### src/design/mwpi_pkg.sv
// ----------------------------------------------------------------------------
// mwpi_pkg
// Shared constants, register codes and control types of the mecanum wheel
// speed controller.
// ----------------------------------------------------------------------------
package mwpi_pkg;

  localparam int WHEELS              = 4;
  localparam int GAIN_FRAC_BITS_DEF  = 8;
  localparam int GEOM_FRAC_BITS      = 16;

  localparam int VEL_W   = 16;
  localparam int GAIN_W  = 16;
  localparam int GEOM_W  = 16;
  localparam int LIM_W   = 14;
  localparam int DUTY_W  = 14;
  localparam int ACC_W   = 15;
  localparam int BIAS_W  = 19;
  localparam int ROT_W   = VEL_W + GEOM_W + 1;
  localparam int IDX_W   = 3;

  localparam logic [IDX_W-1:0] REG_GAIN_P      = 3'd0;
  localparam logic [IDX_W-1:0] REG_GAIN_I      = 3'd1;
  localparam logic [IDX_W-1:0] REG_GEOMETRY    = 3'd2;
  localparam logic [IDX_W-1:0] REG_PI_LIMIT    = 3'd3;
  localparam logic [IDX_W-1:0] REG_DRIVE_LIMIT = 3'd4;

  localparam logic signed [GAIN_W-1:0] GAIN_P_RST      = -16'sd2560;
  localparam logic signed [GAIN_W-1:0] GAIN_I_RST      = -16'sd2560;
  localparam logic        [GEOM_W-1:0] GEOMETRY_RST    = 16'd11862;
  localparam logic        [LIM_W-1:0]  PI_LIMIT_RST    = 14'd8400;
  localparam logic        [LIM_W-1:0]  DRIVE_LIMIT_RST = 14'd8400;

  // wheel order A, B, C, D: set bit means the term enters negated
  localparam logic [WHEELS-1:0] SIGN_X_NEG = 4'b0101;
  localparam logic [WHEELS-1:0] SIGN_Z_NEG = 4'b1001;

  typedef struct packed {
    logic tgt_en;
    logic mul_en;
    logic upd_en;
  } ctl_t;

  typedef struct packed {
    logic signed [GAIN_W-1:0] gain_p;
    logic signed [GAIN_W-1:0] gain_i;
    logic        [LIM_W-1:0]  pi_limit;
    logic        [LIM_W-1:0]  drive_limit;
  } lane_cfg_t;

endpackage

### src/design/mwpi_merge.sv
// ----------------------------------------------------------------------------
// mwpi_merge
// Result register: collects the four lane drives into one transaction and
// holds it until the downstream side takes it.
// ----------------------------------------------------------------------------
module mwpi_merge
  import mwpi_pkg::*;
(
  input  logic                           clk,
  input  logic                           rst_n,
  input  logic                           load,
  input  logic [WHEELS-1:0][DUTY_W-1:0]  lane_duty,
  input  logic [WHEELS-1:0]              lane_fwd,
  input  logic                           out_stall,
  output logic                           out_valid,
  output logic                           free,
  output logic [WHEELS-1:0][DUTY_W-1:0]  duty,
  output logic [WHEELS-1:0]              fwd
);

  logic                          valid_r;
  logic [WHEELS-1:0][DUTY_W-1:0] duty_r;
  logic [WHEELS-1:0]             fwd_r;

  assign free      = !valid_r || !out_stall;
  assign out_valid = valid_r;
  assign duty      = duty_r;
  assign fwd       = fwd_r;

  always_ff @(posedge clk) begin
    if (!rst_n) begin
      valid_r <= 1'b0;
    end else if (load) begin
      valid_r <= 1'b1;
    end else if (!out_stall) begin
      valid_r <= 1'b0;
    end
  end

  always_ff @(posedge clk) begin
    if (load) begin
      duty_r <= lane_duty;
      fwd_r  <= lane_fwd;
    end
  end

endmodule

### config.mk
export PLATFORM = sky130hd
export DESIGN_NAME = mwpi_merge
export DESIGN_NICKNAME = d
export VERILOG_FILES = /design/src/design/mwpi_pkg.sv /design/src/design/mwpi_merge.sv
export SDC_FILE = /design/constraint.sdc
export NUM_CORES = 1
export LEC_CHECK = 0
export ABC_AREA = 1
export BUFFER_PORTS_ARGS = -buffer_cell sky130_fd_sc_hd__clkbuf_2
export CAP_MARGIN = 30
export CORE_MARGIN = 1
export CORE_UTILIZATION = 40
export CTS_BUF_LIST = sky130_fd_sc_hd__clkbuf_16
export DETAILED_ROUTE_END_ITERATION = 12
export GPL_TIMING_DRIVEN = 0
export PLACE_DENSITY = 0.78
export SYNTH_ARGS = -nofsm -noshare
export SYNTH_HDL_FRONTEND = slang
export SYNTH_SLANG_ARGS = --single-unit
### constraint.sdc
create_clock -name clk -period 0.8 [get_ports clk]
set_input_delay 0.04 -clock clk [delete_from_list [all_inputs] [get_ports clk]]
set_output_delay 0.04 -clock clk [all_outputs]
set_load 0.02 [all_outputs]
; ---- Word-level counts from Yosys, hierarchy flattened
; Cells that the tools add are included.
[op_classes]
n_eq_ne = 1
mux = 2
reduce_logical = 3
[ops]
columns = op, n
row1 = 1-bit zero test, 2
row2 = 1-bit 2-to-1 mux, 2
row3 = 2-bit != test (second input constant), 1
row4 = 1-bit logical OR, 1
[totals]
elab_cells = 12
in_bits = 64
out_inout_bits = 62
reg_bits = 61

; ---- Longest topological paths before layout
; Gate-level depths: netlist (run 1).
[logic_depth]
word_depth = 2
ltp_mapped = 2
mapped_depth_nobuf = 2

; ---- Worst setup path after synthesis (run 1)
; Ideal clock, no wire load.
[synth_timing]
kind = register to register
startpoint = register, netlist name out_valid
endpoint = register valid_r (netlist: out_valid)
path_buffers = 0
setup_slack_ps = 26
arrival_ps = 708
period_less_slack_ps = 774
setup_ps = 66
required_time_ps = 734
stages_incl_launch_ff = 3
cell_sequence = dfxtp_1 nand2_2 a21oi_2
[synth_lines]
columns = item, line_no
row1 = end signal: assignment, mwpi_merge.sv:32  ; valid_r <= 1'b0;
row2 = end signal: assignment, mwpi_merge.sv:34  ; valid_r <= 1'b1;
row3 = end signal: assignment, mwpi_merge.sv:36  ; valid_r <= 1'b0;
row4 = end: declaration, mwpi_merge.sv:21  ; logic valid_r;

; ---- Worst setup path after layout (run 1)
[layout_timing]
startpoint = register duty_r, in the netlist duty[35]
endpoint = output duty[35] (netlist name)
[layout_lines]
columns = item, line_no
row1 = start: declaration, mwpi_merge.sv:22  ; logic [WHEELS-1:0][DUTY_W-1:0] duty_r;
row2 = start signal: assignment, mwpi_merge.sv:42  ; duty_r <= lane_duty;
row3 = end: declaration, mwpi_merge.sv:17  ; output logic [WHEELS-1:0][DUTY_W-1:0] duty,
; No word-level cell between the ends.

==> results.py, run 1 <==
metrics = {
    "finish": {
        "multi_input_comb_area_um2": 20.0,
        "num-fill-cells": 189,
        "utilization_pct": 85.1,
        "drive_above_1_share_pct": 53.9,
        "diodes": 0,
        "area_growth_pct": 102,
        "final_nets": 328,
        "seqCellArea_um2": 1830,
    },
    "logic_synthesis": {
        "synth.net_count": 129,
        "yosysUniqueCellTypes": 5,
        "synth.top_cell.area_share_pct": 97.7,
        "synth_warnings": 0,
        "synthCells": 65,
        "synth_seq_cells": 61,
        "synthArstFlopShare_pct": 0,
        "ys_seq_area_share_pct": 98.8,
        "ys_top_cells_by_area": "edfxtp_1, dfxtp_1, a21oi_2",
        "syn_area_um2": 1840,
        "synth-main-ff-cell": "edfxtp_1",
        "synth.most_common_cell": "edfxtp_1",
        "synth_common_cells": "edfxtp_1, inv_1, a21oi_2, dfxtp_1, nand2_2",
        "postSynthAreaPerCell_um2": 28.4,
        "synth-edff-count": 60,
        "synth_top_area_cell": "edfxtp_1",
    },
    "setup_path": {
        "cp.buffers_inverters": 1,
        "r2r-end": "out_valid$_SDFFE_PN0P_",
        "path_delay_family": "flip-flops",
        "slowest_stage": "edfxtp_1",
        "required_ps": 760,
        "criticalPathCategory": "register to output pin",
        "rr_startpoint": "out_valid$_SDFFE_PN0P_",
        "path_cells": "buf_6",
        "cpPeakStageDelay_ps": 440,
        "setup.worst_path.end_class": "output pin",
        "r2r_slack_ps": 50,
        "path_max_fanout": 1,
        "start_kind": "register",
        "arrival_ps": 930,
        "worstRegToRegCells": 3,
    },
    "timing": {
        "slew_viol_final": 0,
        "period_needed_ps": 968,
        "fin_skew_ps": 0,
        "hold_violations": 0,
        "relSlewSlack_pct": 64.3,
        "worst_slack_ps": -168,
        "setup_viol": 81,
        "fin_crit_sh_pct": 121,
        "worst_pin_slew_ps": 535,
        "fmax_mhz": 1030,
        "fin_hold_ws_ps": 87.5,
        "rsz0062_at_grt": "yes",
    },
    "worst_hold_path": {
        "hold_start": "out_stall",
        "hold_path_end": "out_valid$_SDFFE_PN0P_",
        "hp-class": "primary input to register",
        "hold_depth": 4,
    },
    "routing": {
        "vias_per_cell": 4.77,
        "drc": 0,
        "vias": 1530,
        "drtIter0Drc": 97,
        "dr.pass1.iters": 4,
        "drt-total-wl_um": 7030,
        "ant_nets": 0,
        "wl_per_cell_um": 21.9,
    },
    "global_route": {
        "grt_pass1_wl_um": 7980,
        "grt_usage_pct": 22.7,
        "grt.overflow.total": 0,
        "antenna_found_initial": 0,
        "first_global_vias": 1584,
        "grt_max_degree": 42,
    },
    "place": {
        "gp_congestion": 0.684,
        "dpl_worst_slack_ps": -301,
        "hpwlAfterDp_um": 2750,
        "numPortBuffers": 125,
    },
    "floorplanning": {
        "die-area_um2": 4890,
        "io_pins": 126,
        "initial_core_util_pct": 42.1,
        "fp.coreArea_um2": 4380,
        "die_h_um": 69.9,
        "die_w_um": 69.9,
        "rows": 24,
    },
    "pwr": {
        "vdd_drop_max_mv": 1.95,
        "p_leak_nw": 1.61,
        "power_density_nw_per_um2": 2400,
    },
    "clocking": {
        "path_clk_slew_ps": 60,
        "cts.sinks": 61,
        "cts_buffer_depth": 2,
        "clk_latency_ps": 310,
        "htree_levels": 3,
        "tritoncts": "yes",
        "cts_inserted_buffers": 9,
        "cts-root-buf": "clkbuf_16",
    },
    "outcome": {
        "status": "finished with violations",
        "violations": "setup timing",
    },
    "run": {
        "drv_cap": 0,
    },
}
cells by family after synthesis:
kind of cell,synth area share (%)
flip-flops,98.8
buffers and inverters,0.407
AND/OR/NAND/NOR,0.339
AO/OA/AOI/OAI,0.475
per-layer routing:
metal / part of all wire, % / GRT usage, %
met5: 0 / 0
met2: 53 / 39.7
met4: 4.0 / 8.44
met1: 33 / 24.9
met3: 9.8 / 8.80
where the power goes:
group / total [mW] / internal (mW) / switching [mW] / leakage, nW
Clock: 3.73 / 2.38 / 1.34 / 0.135
Combinational: 1.29 / 0.661 / 0.630 / 0.882
Sequential: 3.93 / 3.80 / 0.129 / 0.596
Total: 8.95 / 6.85 / 2.10 / 1.61
registers in the layout, summed over array words and instances (netlist names):
signal,cells
duty,56
fwd,4
out_valid,1
cell usage in the layout (no fill, tap or decap), drive strengths merged:
master and n:
clkbuf 71, buf 65, dlygate4sd3 61, edfxtp 60
clkinvlp 3, clkinv 3, inv 2, nand2 1
a21oi 1, bufinv 1, dfxtp 1
through the flow:
| step | setup TNS (ps) | cell area, µm² | total power [mW] | std cells |
|---|---|---|---|---|
| floorplan | 0 | 1840 | 4.27 | 65 |
| global placement | -40780 | 2530 | 4.68 | 242 |
| detailed placement | -12970 | 2550 | 4.72 | 243 |
| CTS | -5580 | 3480 | 8.62 | 320 |
| global route | -7370 | 3730 | 9.21 | 321 |
| finish | -5830 | 3730 | 8.95 | 321 |
layout make-up:
type / count / share of cell area (%)
Inverter: 2 / 0.201
Clock inverter: 7 / 1.78
Tap cell: 52 / 1.74
Sequential cell: 61 / 48.9
Timing Repair Buffer: 188 / 40.8
Clock buffer: 9 / 6.04
Multi-Input combinational cell: 2 / 0.537
worst reg2reg max path: stages, from the launching register on:
cell	delay (ps)
dfxtp_4	370
nand2_4	60
buf_4	130
a21oi_2	110
worst max path at each step:
| stage | start | endpoint | cells after the start |
|---|---|---|---|
| 2_1_floorplan | out_valid$_SDFFE_PN0P_ | out_valid$_SDFFE_PN0P_ | 2 |
| 3_3_place_gp | load | duty[17]$_DFFE_PP_ | 1 |
| 3_5_place_dp | load | duty[17]$_DFFE_PP_ | 2 |
| 4_1_cts | duty[48]$_DFFE_PP_ | duty[48] | 1 |
| 5_1_grt | duty[35]$_DFFE_PP_ | duty[35] | 1 |
| 6_report | duty[35]$_DFFE_PP_ | duty[35] | 1 |
timing repair:
action                                  CTS  global route
pin swaps                                 0             1
endpoints found under the setup margin   62           103
hold buffers                             61             0
hold endpoints to repair                 61             0
resized for setup                         5           145
setup buffers                             0             1
Note: power is estimated with default switching activity, not from simulation.
==> run 2: changes to the inputs <==
MAX_ROUTING_LAYER = met4   (was default)
==> run 2 against run 1 <==
  * The run still ends with setup timing left
  * Die area stayed put
  * Flip-flop and latch count stayed put
  * Sequential share of layout area stayed put
  * Clock power hardly changed
  * First-iteration DRC count is 59% higher
  * Worst setup slack worse by 7.1 ps
  * Non-clock buffer count stayed put
  * Cell count stayed put
  * Combinational power hardly changed
  * Critical endpoint unchanged
==> results.py, run 2 (synthesized netlist as in run 1, its figures left out) <==
metrics = {
    "floorplanning": {
        "die_h_um": 69.9,
        "die_w_um": 69.9,
        "initial_core_util_pct": 42.1,
        "rows": 24,
        "io_pins": 126,
        "die-area_um2": 4890,
        "fp.coreArea_um2": 4380,
    },
    "setup_path": {
        "start_kind": "register",
        "crit_cells": 1,
        "criticalPathCategory": "register to output pin",
        "arrival_ps": 940,
        "cpPeakStageDelay_ps": 450,
        "cp.buffers_inverters": 1,
        "setup.worst_path.end_class": "output pin",
        "path_max_fanout": 1,
        "worstRegToRegCells": 3,
        "path_delay_family": "flip-flops",
        "slowest_stage": "edfxtp_1",
        "path_cells": "buf_6",
        "required_ps": 760,
    },
    "finish": {
        "utilization_pct": 85.1,
        "largest_reg_flops": 56,
        "drive_above_1_share_pct": 53.9,
        "area_growth_pct": 102,
        "final_nets": 328,
        "layout_common_cells": "clkbuf_2, dlygate4sd3_1, edfxtp_1",
        "diodes": 0,
        "stdcell_area_um2": 3730,
        "final_common_cell": "clkbuf_2",
    },
    "timing": {
        "worst_pin_slew_ps": 524,
        "period_needed_ps": 975,
        "fin_skew_ps": 0,
        "fin_crit_sh_pct": 122,
        "rsz0062_at_grt": "yes",
        "slew_viol_final": 0,
        "fmax_mhz": 1030,
        "worst_slack_ps": -175,
        "hold_violations": 0,
        "setup_viol": 62,
        "relSlewSlack_pct": 65.1,
    },
    "worst_hold_path": {
        "hp-class": "primary input to register",
        "hold_depth": 4,
    },
    "global_route": {
        "grt.overflow.total": 0,
        "grt_max_degree": 42,
        "antenna_found_initial": 0,
        "grt_usage_pct": 23.4,
        "grt_pass1_wl_um": 7980,
        "first_global_vias": 1579,
    },
    "outcome": {
        "status": "finished with violations",
        "violations": "setup timing",
    },
    "routing": {
        "vias_per_cell": 4.76,
        "vias": 1527,
        "wl_per_cell_um": 21.8,
        "dr.pass1.iters": 4,
        "drt-total-wl_um": 7000,
        "drc": 0,
        "drtIter0Drc": 154,
        "ant_nets": 0,
    },
    "clocking": {
        "htree_levels": 3,
        "clk_latency_ps": 310,
        "path_clk_slew_ps": 60,
        "cts_buffer_depth": 2,
        "tritoncts": "yes",
        "cts-root-buf": "clkbuf_16",
        "cts_inserted_buffers": 9,
        "cts.sinks": 61,
    },
    "place": {
        "gp_congestion": 0.691,
        "placed_cell_area_um2": 2550,
        "numPortBuffers": 125,
        "hpwlAfterDp_um": 2750,
    },
    "pwr": {
        "p_leak_nw": 1.61,
        "power_density_nw_per_um2": 2400,
        "vdd_drop_max_mv": 1.96,
    },
    "run": {
        "drv_cap": 0,
    },
}
run 2: where the power goes:
part	leakage, nW	switching, mW	internal (mW)	total (mW)
Combinational	0.882	0.629	0.661	1.29
Clock	0.135	1.35	2.39	3.74
Sequential	0.596	0.127	3.80	3.93
run 2: repair_timing:
| action | CTS | global route |
|---|---|---|
| buffers inserted | 0 | 1 |
| endpoints found under the hold margin | 61 | 0 |
| pin swaps | 0 | 1 |
| hold buffers | 61 | 0 |
| setup endpoints to repair | 62 | 103 |
| gates resized for setup | 5 | 145 |
run 2: per-layer routing:
layer / share of wire, % / global-route usage [%] / up-vias / wire (µm)
met5: 0 / - / - / 0
met2: 54 / 39.7 / 132 / 3780
met1: 32 / 25.2 / 717 / 2270
met3: 10 / 8.37 / 18 / 715
met4: 3.4 / 8.44 / 0 / 240
li1: - / - / 660 / -
run 2: path summary, 6_finish.rpt:
check / start / to / slack [ps]
setup reg to reg: out_valid$_SDFFE_PN0P_ / out_valid$_SDFFE_PN0P_ / 60
setup / recovery: duty[35]$_DFFE_PP_ / duty[35] / -180
hold / removal: out_stall / out_valid$_SDFFE_PN0P_ / 90
hold reg to reg: out_valid$_SDFFE_PN0P_ / out_valid$_SDFFE_PN0P_ / 620
run 2: area by class of cell:
class | count | area [µm²]
Clock buffer | 9 | 225
Clock inverter | 7 | 66.3
Fill cell | 189 | 653
Inverter | 2 | 7.51
Multi-Input combinational cell | 2 | 20.0
Sequential cell | 61 | 1830
Tap cell | 52 | 65.1
Timing Repair Buffer | 188 | 1520
run 2: stage by stage:
stage	setup WS [ps]	power [mW]	setup TNS (ps)	instances	hold slack, ps
finish	-175	8.96	-5750	321	92.0
CTS	-127	8.62	-5580	320	-22.8
global route	-178	9.22	-7360	321	84.4
floorplan	25.6	4.27	0	65	139
detailed placement	-301	4.72	-12970	243	219
global placement	-672	4.68	-40780	242	216
run 2: worst register-to-register path, delay by kind of cell, from the launching register on:
family                 cells  cell delay (ps)
and+or+nand+nor            1               60
DFF                        1              370
buffers and inverters      1              130
AOI/OAI and AO/OA          1              110
