<file path="config.mk">
export PLATFORM = sky130hd
export DESIGN_NAME = mwpi_lane
export DESIGN_NICKNAME = d
export VERILOG_FILES = /design/src/design/mwpi_pkg.sv /design/src/design/mwpi_lane.sv
export SDC_FILE = /design/constraint.sdc
export NUM_CORES = 2
export LEC_CHECK = 0
export ABC_AREA = 0
export ABC_CLOCK_PERIOD_IN_PS = 20000
export BUFFER_PORTS_ARGS = -buffer_cell sky130_fd_sc_hd__buf_2
export CORE_AREA = 5 5 314 316
export DETAILED_ROUTE_END_ITERATION = 10
export DIE_AREA = 0 0 319 321
export GPL_ROUTABILITY_DRIVEN = 0
export PLACE_DENSITY = 0.58
export SYNTH_ARGS = -nofsm -noshare
export SYNTH_HDL_FRONTEND = slang
export SYNTH_SLANG_ARGS = --single-unit
</file>
<file path="constraint.sdc">
create_clock -name clk -period 20 [get_ports clk]
set_input_delay 2 -clock clk [delete_from_list [all_inputs] [get_ports clk]]
set_output_delay 2 -clock clk [all_outputs]
set_load 0.005 [all_outputs]
</file>
<file path="src/design/mwpi_pkg.sv">
// ----------------------------------------------------------------------------
// mwpi_pkg
// Shared constants, register codes and control types of the mecanum wheel
// speed controller.
// ----------------------------------------------------------------------------
package mwpi_pkg;

  localparam int WHEELS              = 4;
  localparam int GAIN_FRAC_BITS_DEF  = 8;
  localparam int GEOM_FRAC_BITS      = 16;

  localparam int VEL_W   = 16;
  localparam int GAIN_W  = 16;
  localparam int GEOM_W  = 16;
  localparam int LIM_W   = 14;
  localparam int DUTY_W  = 14;
  localparam int ACC_W   = 15;
  localparam int BIAS_W  = 19;
  localparam int ROT_W   = VEL_W + GEOM_W + 1;
  localparam int IDX_W   = 3;

  localparam logic [IDX_W-1:0] REG_GAIN_P      = 3'd0;
  localparam logic [IDX_W-1:0] REG_GAIN_I      = 3'd1;
  localparam logic [IDX_W-1:0] REG_GEOMETRY    = 3'd2;
  localparam logic [IDX_W-1:0] REG_PI_LIMIT    = 3'd3;
  localparam logic [IDX_W-1:0] REG_DRIVE_LIMIT = 3'd4;

  localparam logic signed [GAIN_W-1:0] GAIN_P_RST      = -16'sd2560;
  localparam logic signed [GAIN_W-1:0] GAIN_I_RST      = -16'sd2560;
  localparam logic        [GEOM_W-1:0] GEOMETRY_RST    = 16'd11862;
  localparam logic        [LIM_W-1:0]  PI_LIMIT_RST    = 14'd8400;
  localparam logic        [LIM_W-1:0]  DRIVE_LIMIT_RST = 14'd8400;

  // wheel order A, B, C, D: set bit means the term enters negated
  localparam logic [WHEELS-1:0] SIGN_X_NEG = 4'b0101;
  localparam logic [WHEELS-1:0] SIGN_Z_NEG = 4'b1001;

  typedef struct packed {
    logic tgt_en;
    logic mul_en;
    logic upd_en;
  } ctl_t;

  typedef struct packed {
    logic signed [GAIN_W-1:0] gain_p;
    logic signed [GAIN_W-1:0] gain_i;
    logic        [LIM_W-1:0]  pi_limit;
    logic        [LIM_W-1:0]  drive_limit;
  } lane_cfg_t;

endpackage

</file>
<file path="src/design/mwpi_lane.sv">
// ----------------------------------------------------------------------------
// mwpi_lane
// One wheel: target from body velocity, bias, incremental PI update with
// saturation and drive clamp.
// ----------------------------------------------------------------------------
module mwpi_lane
  import mwpi_pkg::*;
#(
  parameter int LANE           = 0,
  parameter int GAIN_FRAC_BITS = GAIN_FRAC_BITS_DEF
) (
  input  logic                     clk,
  input  logic                     rst_n,
  input  ctl_t                     ctl,
  input  lane_cfg_t                cfg,
  input  logic signed [VEL_W-1:0]  vel_x,
  input  logic signed [VEL_W-1:0]  vel_y,
  input  logic signed [ROT_W-1:0]  rot,
  input  logic signed [VEL_W-1:0]  count,
  output logic        [DUTY_W-1:0] duty,
  output logic                     fwd
);

  localparam int TS_W = ROT_W + 2;
  localparam int SW   = (((ACC_W + GAIN_FRAC_BITS) > (GAIN_W + BIAS_W + 1)) ?
                         (ACC_W + GAIN_FRAC_BITS) : (GAIN_W + BIAS_W + 1)) + 2;
  localparam int PP_W = GAIN_W + BIAS_W + 1;
  localparam int PI_W = GAIN_W + BIAS_W;

  logic signed [BIAS_W-1:0] bias_r, bias_nxt;
  logic signed [BIAS_W-1:0] prev_r, prev_nxt;
  logic signed [ACC_W-1:0]  acc_r, acc_nxt;
  logic signed [PP_W-1:0]   prod_p_r, prod_p_nxt;
  logic signed [PI_W-1:0]   prod_i_r, prod_i_nxt;

  logic signed [VEL_W+1:0]  lin;
  logic signed [TS_W-1:0]   tsum;
  logic signed [TS_W-1:0]   tsum_adj;
  logic signed [TS_W-1:0]   target_full;
  logic signed [BIAS_W:0]   diff;
  logic signed [SW-1:0]     sum;
  logic signed [SW-1:0]     sum_adj;
  logic signed [SW-1:0]     quot;
  logic signed [SW-1:0]     plim;
  logic signed [ACC_W-1:0]  dlim;
  logic signed [ACC_W-1:0]  drive;
  logic signed [ACC_W-1:0]  drive_abs;

  always_comb begin
    if (SIGN_X_NEG[LANE]) begin
      lin = 18'(vel_y) - 18'(vel_x);
    end else begin
      lin = 18'(vel_y) + 18'(vel_x);
    end
    if (SIGN_Z_NEG[LANE]) begin
      tsum = (TS_W'(lin) <<< GEOM_FRAC_BITS) - TS_W'(rot);
    end else begin
      tsum = (TS_W'(lin) <<< GEOM_FRAC_BITS) + TS_W'(rot);
    end
    tsum_adj    = tsum + (tsum[TS_W-1] ?
                  TS_W'({GEOM_FRAC_BITS{1'b1}}) : TS_W'(0));
    target_full = tsum_adj >>> GEOM_FRAC_BITS;
    bias_nxt    = BIAS_W'(count) - target_full[BIAS_W-1:0];

    diff       = (BIAS_W+1)'(bias_r) - (BIAS_W+1)'(prev_r);
    prod_p_nxt = PP_W'(cfg.gain_p) * PP_W'(diff);
    prod_i_nxt = PI_W'(cfg.gain_i) * PI_W'(bias_r);

    sum     = (SW'(acc_r) <<< GAIN_FRAC_BITS) + SW'(prod_p_r) + SW'(prod_i_r);
    sum_adj = sum + (sum[SW-1] ? SW'({GAIN_FRAC_BITS{1'b1}}) : SW'(0));
    quot    = sum_adj >>> GAIN_FRAC_BITS;
    plim    = SW'($signed({1'b0, cfg.pi_limit}));
    if (quot > plim) begin
      acc_nxt = plim[ACC_W-1:0];
    end else if (quot < -plim) begin
      acc_nxt = -plim[ACC_W-1:0];
    end else begin
      acc_nxt = quot[ACC_W-1:0];
    end

    dlim = $signed({1'b0, cfg.drive_limit});
    if (acc_nxt > dlim) begin
      drive = dlim;
    end else if (acc_nxt < -dlim) begin
      drive = -dlim;
    end else begin
      drive = acc_nxt;
    end
    drive_abs = drive[ACC_W-1] ? -drive : drive;
    duty      = drive_abs[DUTY_W-1:0];
    fwd       = !drive[ACC_W-1] && (drive != '0);
    prev_nxt  = bias_r;
  end

  always_ff @(posedge clk) begin
    if (ctl.tgt_en) begin
      bias_r <= bias_nxt;
    end
    if (ctl.mul_en) begin
      prod_p_r <= prod_p_nxt;
      prod_i_r <= prod_i_nxt;
    end
  end

  always_ff @(posedge clk) begin
    if (!rst_n) begin
      acc_r  <= '0;
      prev_r <= '0;
    end else if (ctl.upd_en) begin
      acc_r  <= acc_nxt;
      prev_r <= prev_nxt;
    end
  end

endmodule

</file>
* Word level (Yosys, flattened, before mapping)
Cells that the tools add are included.
** Operators by class
- $add $sub $neg :: 12
- Muxes and demuxes :: 7
- Reductions and logical operators :: 3
- Multiply operators :: 2
- $lt $le $gt $ge :: 4
** Operator list (count)
- 15-bit 2-to-1 mux :: 4
- 37-bit by 35-bit adder with 38-bit output :: 1
- 38-bit by 8-bit adder with 38-bit output :: 1
- 30-bit by 38-bit < comparator with 1-bit output :: 1
- 14-bit negator with 38-bit output :: 1
- 23-bit by 36-bit adder with 37-bit output :: 1
- 16-bit by 20-bit multiplier with 36-bit output :: 1
- 34-bit by 17-bit adder with 35-bit output :: 1
- 16-bit by 19-bit multiplier with 35-bit output :: 1
- 33-bit by 33-bit subtractor with 34-bit output :: 1
- 30-bit by 15-bit > comparator with 1-bit output :: 1
- 14-bit negator with 15-bit output :: 2
- 19-bit by 19-bit subtractor with 20-bit output :: 1
- 19-bit subtractor :: 1
- 16-bit by 16-bit subtractor with 17-bit output :: 1
- 16-bit 2-to-1 mux :: 1
- 15-bit > comparator :: 1
- 15-bit < comparator :: 1
- 15-bit nonzero test :: 1
- 14-bit 2-to-1 mux :: 1
- 14-bit negator :: 1
- 8-bit 2-to-1 mux :: 1
- 1-bit logical AND :: 1
- 1-bit zero test :: 1
** Word-level totals
- Register bits after elaboration :: 124
- Output and inout bits :: 15
- Word-level logic and storage cells :: 33
- Input bits :: 146

* Depth between registers and ports, before layout
- Depth in word-level cells :: 12
- Mapped depth :: 64
- Gate-level depth less buffers :: 59

* Worst setup path before layout
No wires, ideal clock.
- Path kind :: register -> output
- Start :: reg acc_r[14]
- End :: out duty[6]
- Path slack :: 6.592 ns
- Data arrival time :: 11.408 ns
- Stages on the path, launching flop included :: 59
- Data required time :: 18.000 ns
- Path through :: dfxtp_1 > fa_1 > ha_1 > clkbuf_1 > nand3_1 > or3_1 > o32ai_1 > nor2_1 > ha_1 > o21ai_0 > o211ai_1 > nor4_1 > nor4bb_1 > nand2_2 > nor4_4 > nand2_2 > nor3_4 > nand3_1 > [23 not listed] > a21oi_1 > nand2_1 > a21oi_1 > nor3_1 > nor2_1 > a211o_1 > nor3_2 > buf_2 > buf_1 > nor2_1 > a21oi_1 > inv_1 > ha_1 > o2111a_1 > a31o_2 > mux2i_1 > mux2i_1 > a21oi_1
** On the way
- Longest elaborated chain between the ends :: 12
- Elaborated cells between the ends (all ways) :: 14
- Classes of those cells :: add/sub: 4; order compare: 4; mux: 6
** RTL lines
- start: declaration :: RTL line mwpi_lane.sv:32 : logic signed [ACC_W-1:0] acc_r, acc_nxt;
- start signal: assignment :: RTL line mwpi_lane.sv:110 : acc_r <= acc_nxt;
- 23-bit by 36-bit adder with 37-bit output * :: RTL line mwpi_lane.sv:69 : sum = (SW'(acc_r) <<< GAIN_FRAC_BITS) + SW'(prod_p_r) + SW'(prod_i_r);
- 37-bit by 35-bit adder with 38-bit output * :: RTL line mwpi_lane.sv:69
- 8-bit 2-to-1 mux :: RTL line mwpi_lane.sv:70 : sum_adj = sum + (sum[SW-1] ? SW'({GAIN_FRAC_BITS{1'b1}}) : SW'(0));
- 38-bit by 8-bit adder with 38-bit output * :: RTL line mwpi_lane.sv:70
- 30-bit by 38-bit < comparator with 1-bit output :: RTL line mwpi_lane.sv:75 : end else if (quot < -plim) begin
- 15-bit 2-to-1 mux :: RTL line mwpi_lane.sv:75
- 15-bit 2-to-1 mux * :: RTL line mwpi_lane.sv:73 : if (quot > plim) begin
- net acc_nxt[1] :: RTL line mwpi_lane.sv:32
- 15-bit < comparator :: RTL line mwpi_lane.sv:84 : end else if (acc_nxt < -dlim) begin
- 15-bit 2-to-1 mux :: RTL line mwpi_lane.sv:84
- 15-bit 2-to-1 mux * :: RTL line mwpi_lane.sv:82 : if (acc_nxt > dlim) begin
- 14-bit negator :: RTL line mwpi_lane.sv:89 : drive_abs = drive[ACC_W-1] ? -drive : drive;
- 14-bit 2-to-1 mux * :: RTL line mwpi_lane.sv:89
- end: declaration :: RTL line mwpi_lane.sv:20 : output logic [DUTY_W-1:0] duty,
Mark *: on every way through the listed nets, which the timed path passes. The rest lies on a longest branch.

* Worst setup path after layout
- Start :: reg acc_r[14]
- End :: out duty[12]
Same word-level chain as after synthesis.

==> metrics.md <==
| Metric | Value |
|---|---|
| Mapped Avg Cell Area | 9.02 um2 |
| Routed Antenna Nets | 0 |
| Area share of the largest cell type after synthesis | 34.7% |
| Register area share after synthesis | 8.96% |
| RSZ-0062 raised after global routing | false |
| Hold buffer count at CTS | 0 |
| Yosys cell types | 106 |
| Syn. warnings | 0 |
| Cells after synthesis | 4,186 |
| Synth Area in Simple Gates | 15.5% |
| Max-cap violations | 0 |
| Via density | 5.13 |
| First-pass GRT wire length | 163,000 um |
| Startpoint Class | flip-flop |
| Setup CP Type | reg2out |
| Clk_skew | 0.0180 ns |
| Post-synth EDFFs | 90 |
| Crit path time final | 16.00 ns |
| GRT Residual Overflow | 0 |
| Setup Fix Bufs, Post-CTS | 0 |
| CTS tree | built |
| WL/cell | 17.7 um |
| DRC | 0 |
| Root buf cell | clkbuf_16 |
| Largest net degree at the start of global routing | 67 |
| Starting DRT DRC Count | 1,724 |
| Die Ht | 321 um |
| Post-synthesis adder-cell area fraction | 47.5% |
| Worst skew pair latency | 0.48 ns |
| Mux contribution to synthesized area | 1.66% |
| H-tree depth | 4 |
| Final number of setup-violating endpoints | 0 |
| Clock Pin Slew Worst Setup and Hold Paths | 0.06 ns |
| DIE WIDTH | 319 um |
| Critical path capture point type | output port |
| Worst reg-to-reg path cell count | 43 |
| Slowest stage delay, CP | 1.00 ns |
| Xor/xnor cell area share of the yosys netlist | 6.19% |
| Main combinational cell family by area after synthesis | adder cells |
| Vias | 28,500 |
| Hold depth | 2 |
| Initial antenna violation count | 5 |
| Utilization after layout | 42.3% |
| Number of hold violations in the final report | 0 |
| Max Root-Sink Buffers | 2 |
| Total CTS buffers | 17 |
| Post-synth top cells | inv_1 (810), fa_1 (654), nand2_1 (433), ha_1 (386), and2_1 (256) |
| DRT Pass-1 Iters | 5 |
| Vias in the first global route | 30,300 |
| FFs w/ async S/R, synth | 0% |
| Gr usage total | 19.7% |
| Cell with the most instances after synthesis | inv_1 |
| Diodes inserted | 0 |
| FP Rows | 114 |
| Worst Tran Pin Value | 1.04 ns |
| Slowest cell on crit path | dfxtp_1 |
| Fraction of the mapped netlist area in compound gates | 10.5% |
| Syn-to-layout area delta | 7.39% |
| Die area | 102,000 um2 |
| Slew Limit Fails | 0 |
| Synthesized area | 37,700 um2 |
| Cell mode on critical path | a21oi_1 |
| Max Clock Freq | 62.5 MHz |
| Clock sinks | 124 |
| WP data required | 18.00 ns |
| Layout cell share with drive strength beyond 1 | 6.98% |
| Fin crit share | 80.0% |
| Cell taking the most area after synthesis | fa_1 |
| Cts repair resizes | 0 |
| Initial Util | 39.4% |
| Port Buffer Count | 160 |
| Post-DP HPWL | 79,500 um |
| Most area-consuming cells after synthesis | fa_1 (35%), ha_1 (13%), inv_1 (8.1%), edfxtp_1 (7.2%), xnor2_1 (4.4%) |
| Max FO, Critical Path | 29 |
| Final #Nets | 5,457 |
| Critical Path AT | 14.00 ns |
| Ports | 161 |
| Primary FF master, synth | edfxtp_1 |
| Synthesized flop and latch total | 124 |
| Worst Hold Class | reg2reg |
| Syn_nets | 5,372 |
| CORE AREA | 95,700 um2 |
| Outcome | completed |
| Final WL | 98,300 um |
| Final setup TNS | 0 ns |
| Slew margin rel. | 30.8% |
-- logic make-up (layout without fill, tap and decap cells) --
group,Yosys count,in the layout
compound gates,578,578
xor+xnor,264,264
fa+ha+maj,1042,1042
buf+inv,953,1051
flops,124,124
mux,60,60
simple gates,1165,1165
-- layout by cell type (no fill, tap or decap), types with 13 or more instances in the layout --
| master | n |
|---|---|
| and2_1 | 256 |
| o21ai_0 | 64 |
| nor2_1 | 151 |
| a21oi_1 | 179 |
| inv_1 | 810 |
| and3_1 | 23 |
| clkbuf_16 | 18 |
| o21a_1 | 27 |
| a21o_1 | 74 |
| nand4_1 | 30 |
| a211oi_1 | 21 |
| xnor2_1 | 188 |
| nand3_1 | 46 |
| nor3_1 | 52 |
| mux2i_1 | 52 |
| a31oi_1 | 17 |
| buf_2 | 159 |
| fa_1 | 654 |
| o21bai_1 | 59 |
| nand2_1 | 433 |
| nor2b_1 | 38 |
| ha_1 | 386 |
| buf_4 | 48 |
| edfxtp_1 | 90 |
| dfxtp_1 | 34 |
| or3_1 | 13 |
| o211ai_1 | 13 |
| nand2b_1 | 53 |
| xor2_1 | 70 |
-- area by class of cell --
type                            instances  area [um2]
Clock buffer                           18         450
Clock inverter                         14         141
Fill cell                            9463       55200
Inverter                              812        3050
Multi-Input combinational cell       3109       30800
Sequential cell                       124        3380
Tap cell                             1276        1600
Timing Repair Buffer                  207        1160
-- final timing paths --
check	from	end	slack (ns)
min	acc_r[4]	acc_r[4]	0.49
max reg2reg	bias_r[1]	prod_p_r[35]	9.52
max	acc_r[14]	duty[12]	4.00
min reg2reg	acc_r[4]	acc_r[4]	0.49
-- routing by layer --
| layer | vias to the layer above | routed length [um] | track usage, % |
|---|---|---|---|
| met5 | - | 38 | 0 |
| met4 | 8 | 2030 | 4.43 |
| met3 | 100 | 3860 | 2.20 |
| met2 | 579 | 48700 | 34.6 |
| met1 | 14300 | 43700 | 26.5 |
| li1 | 13500 | - | - |
-- state kept, by name, summed over array words and instances, names as in the netlist --
name,count
prod_i_r,35
acc_r,15
bias_r,19
prev_r,19
prod_p_r,36
-- stage by stage --
step	setup WS [ns]	std cells	hold WS [ns]	area (um2)
after floorplan	6.59	4186	0.460	37700
after global placement	4.92	5528	0.473	39900
after detailed placement	4.62	5528	0.480	39900
after CTS	4.05	5560	0.489	40500
after global routing	2.60	5560	0.516	40500
final	4.00	5560	0.489	40500
-- critical path: cells and delay by family, from the launching register on --
kind	cells	cell delay [ns]
xor+xnor	3	1.12
flops	1	1.00
simple gates	22	4.23
compound gates	23	4.49
buf+inv	4	0.63
fa+ha+maj	6	2.01
Power is left out: the tool's default activity adds up to more than one toggle a clock period on the data nets, which glitch-free logic cannot reach.
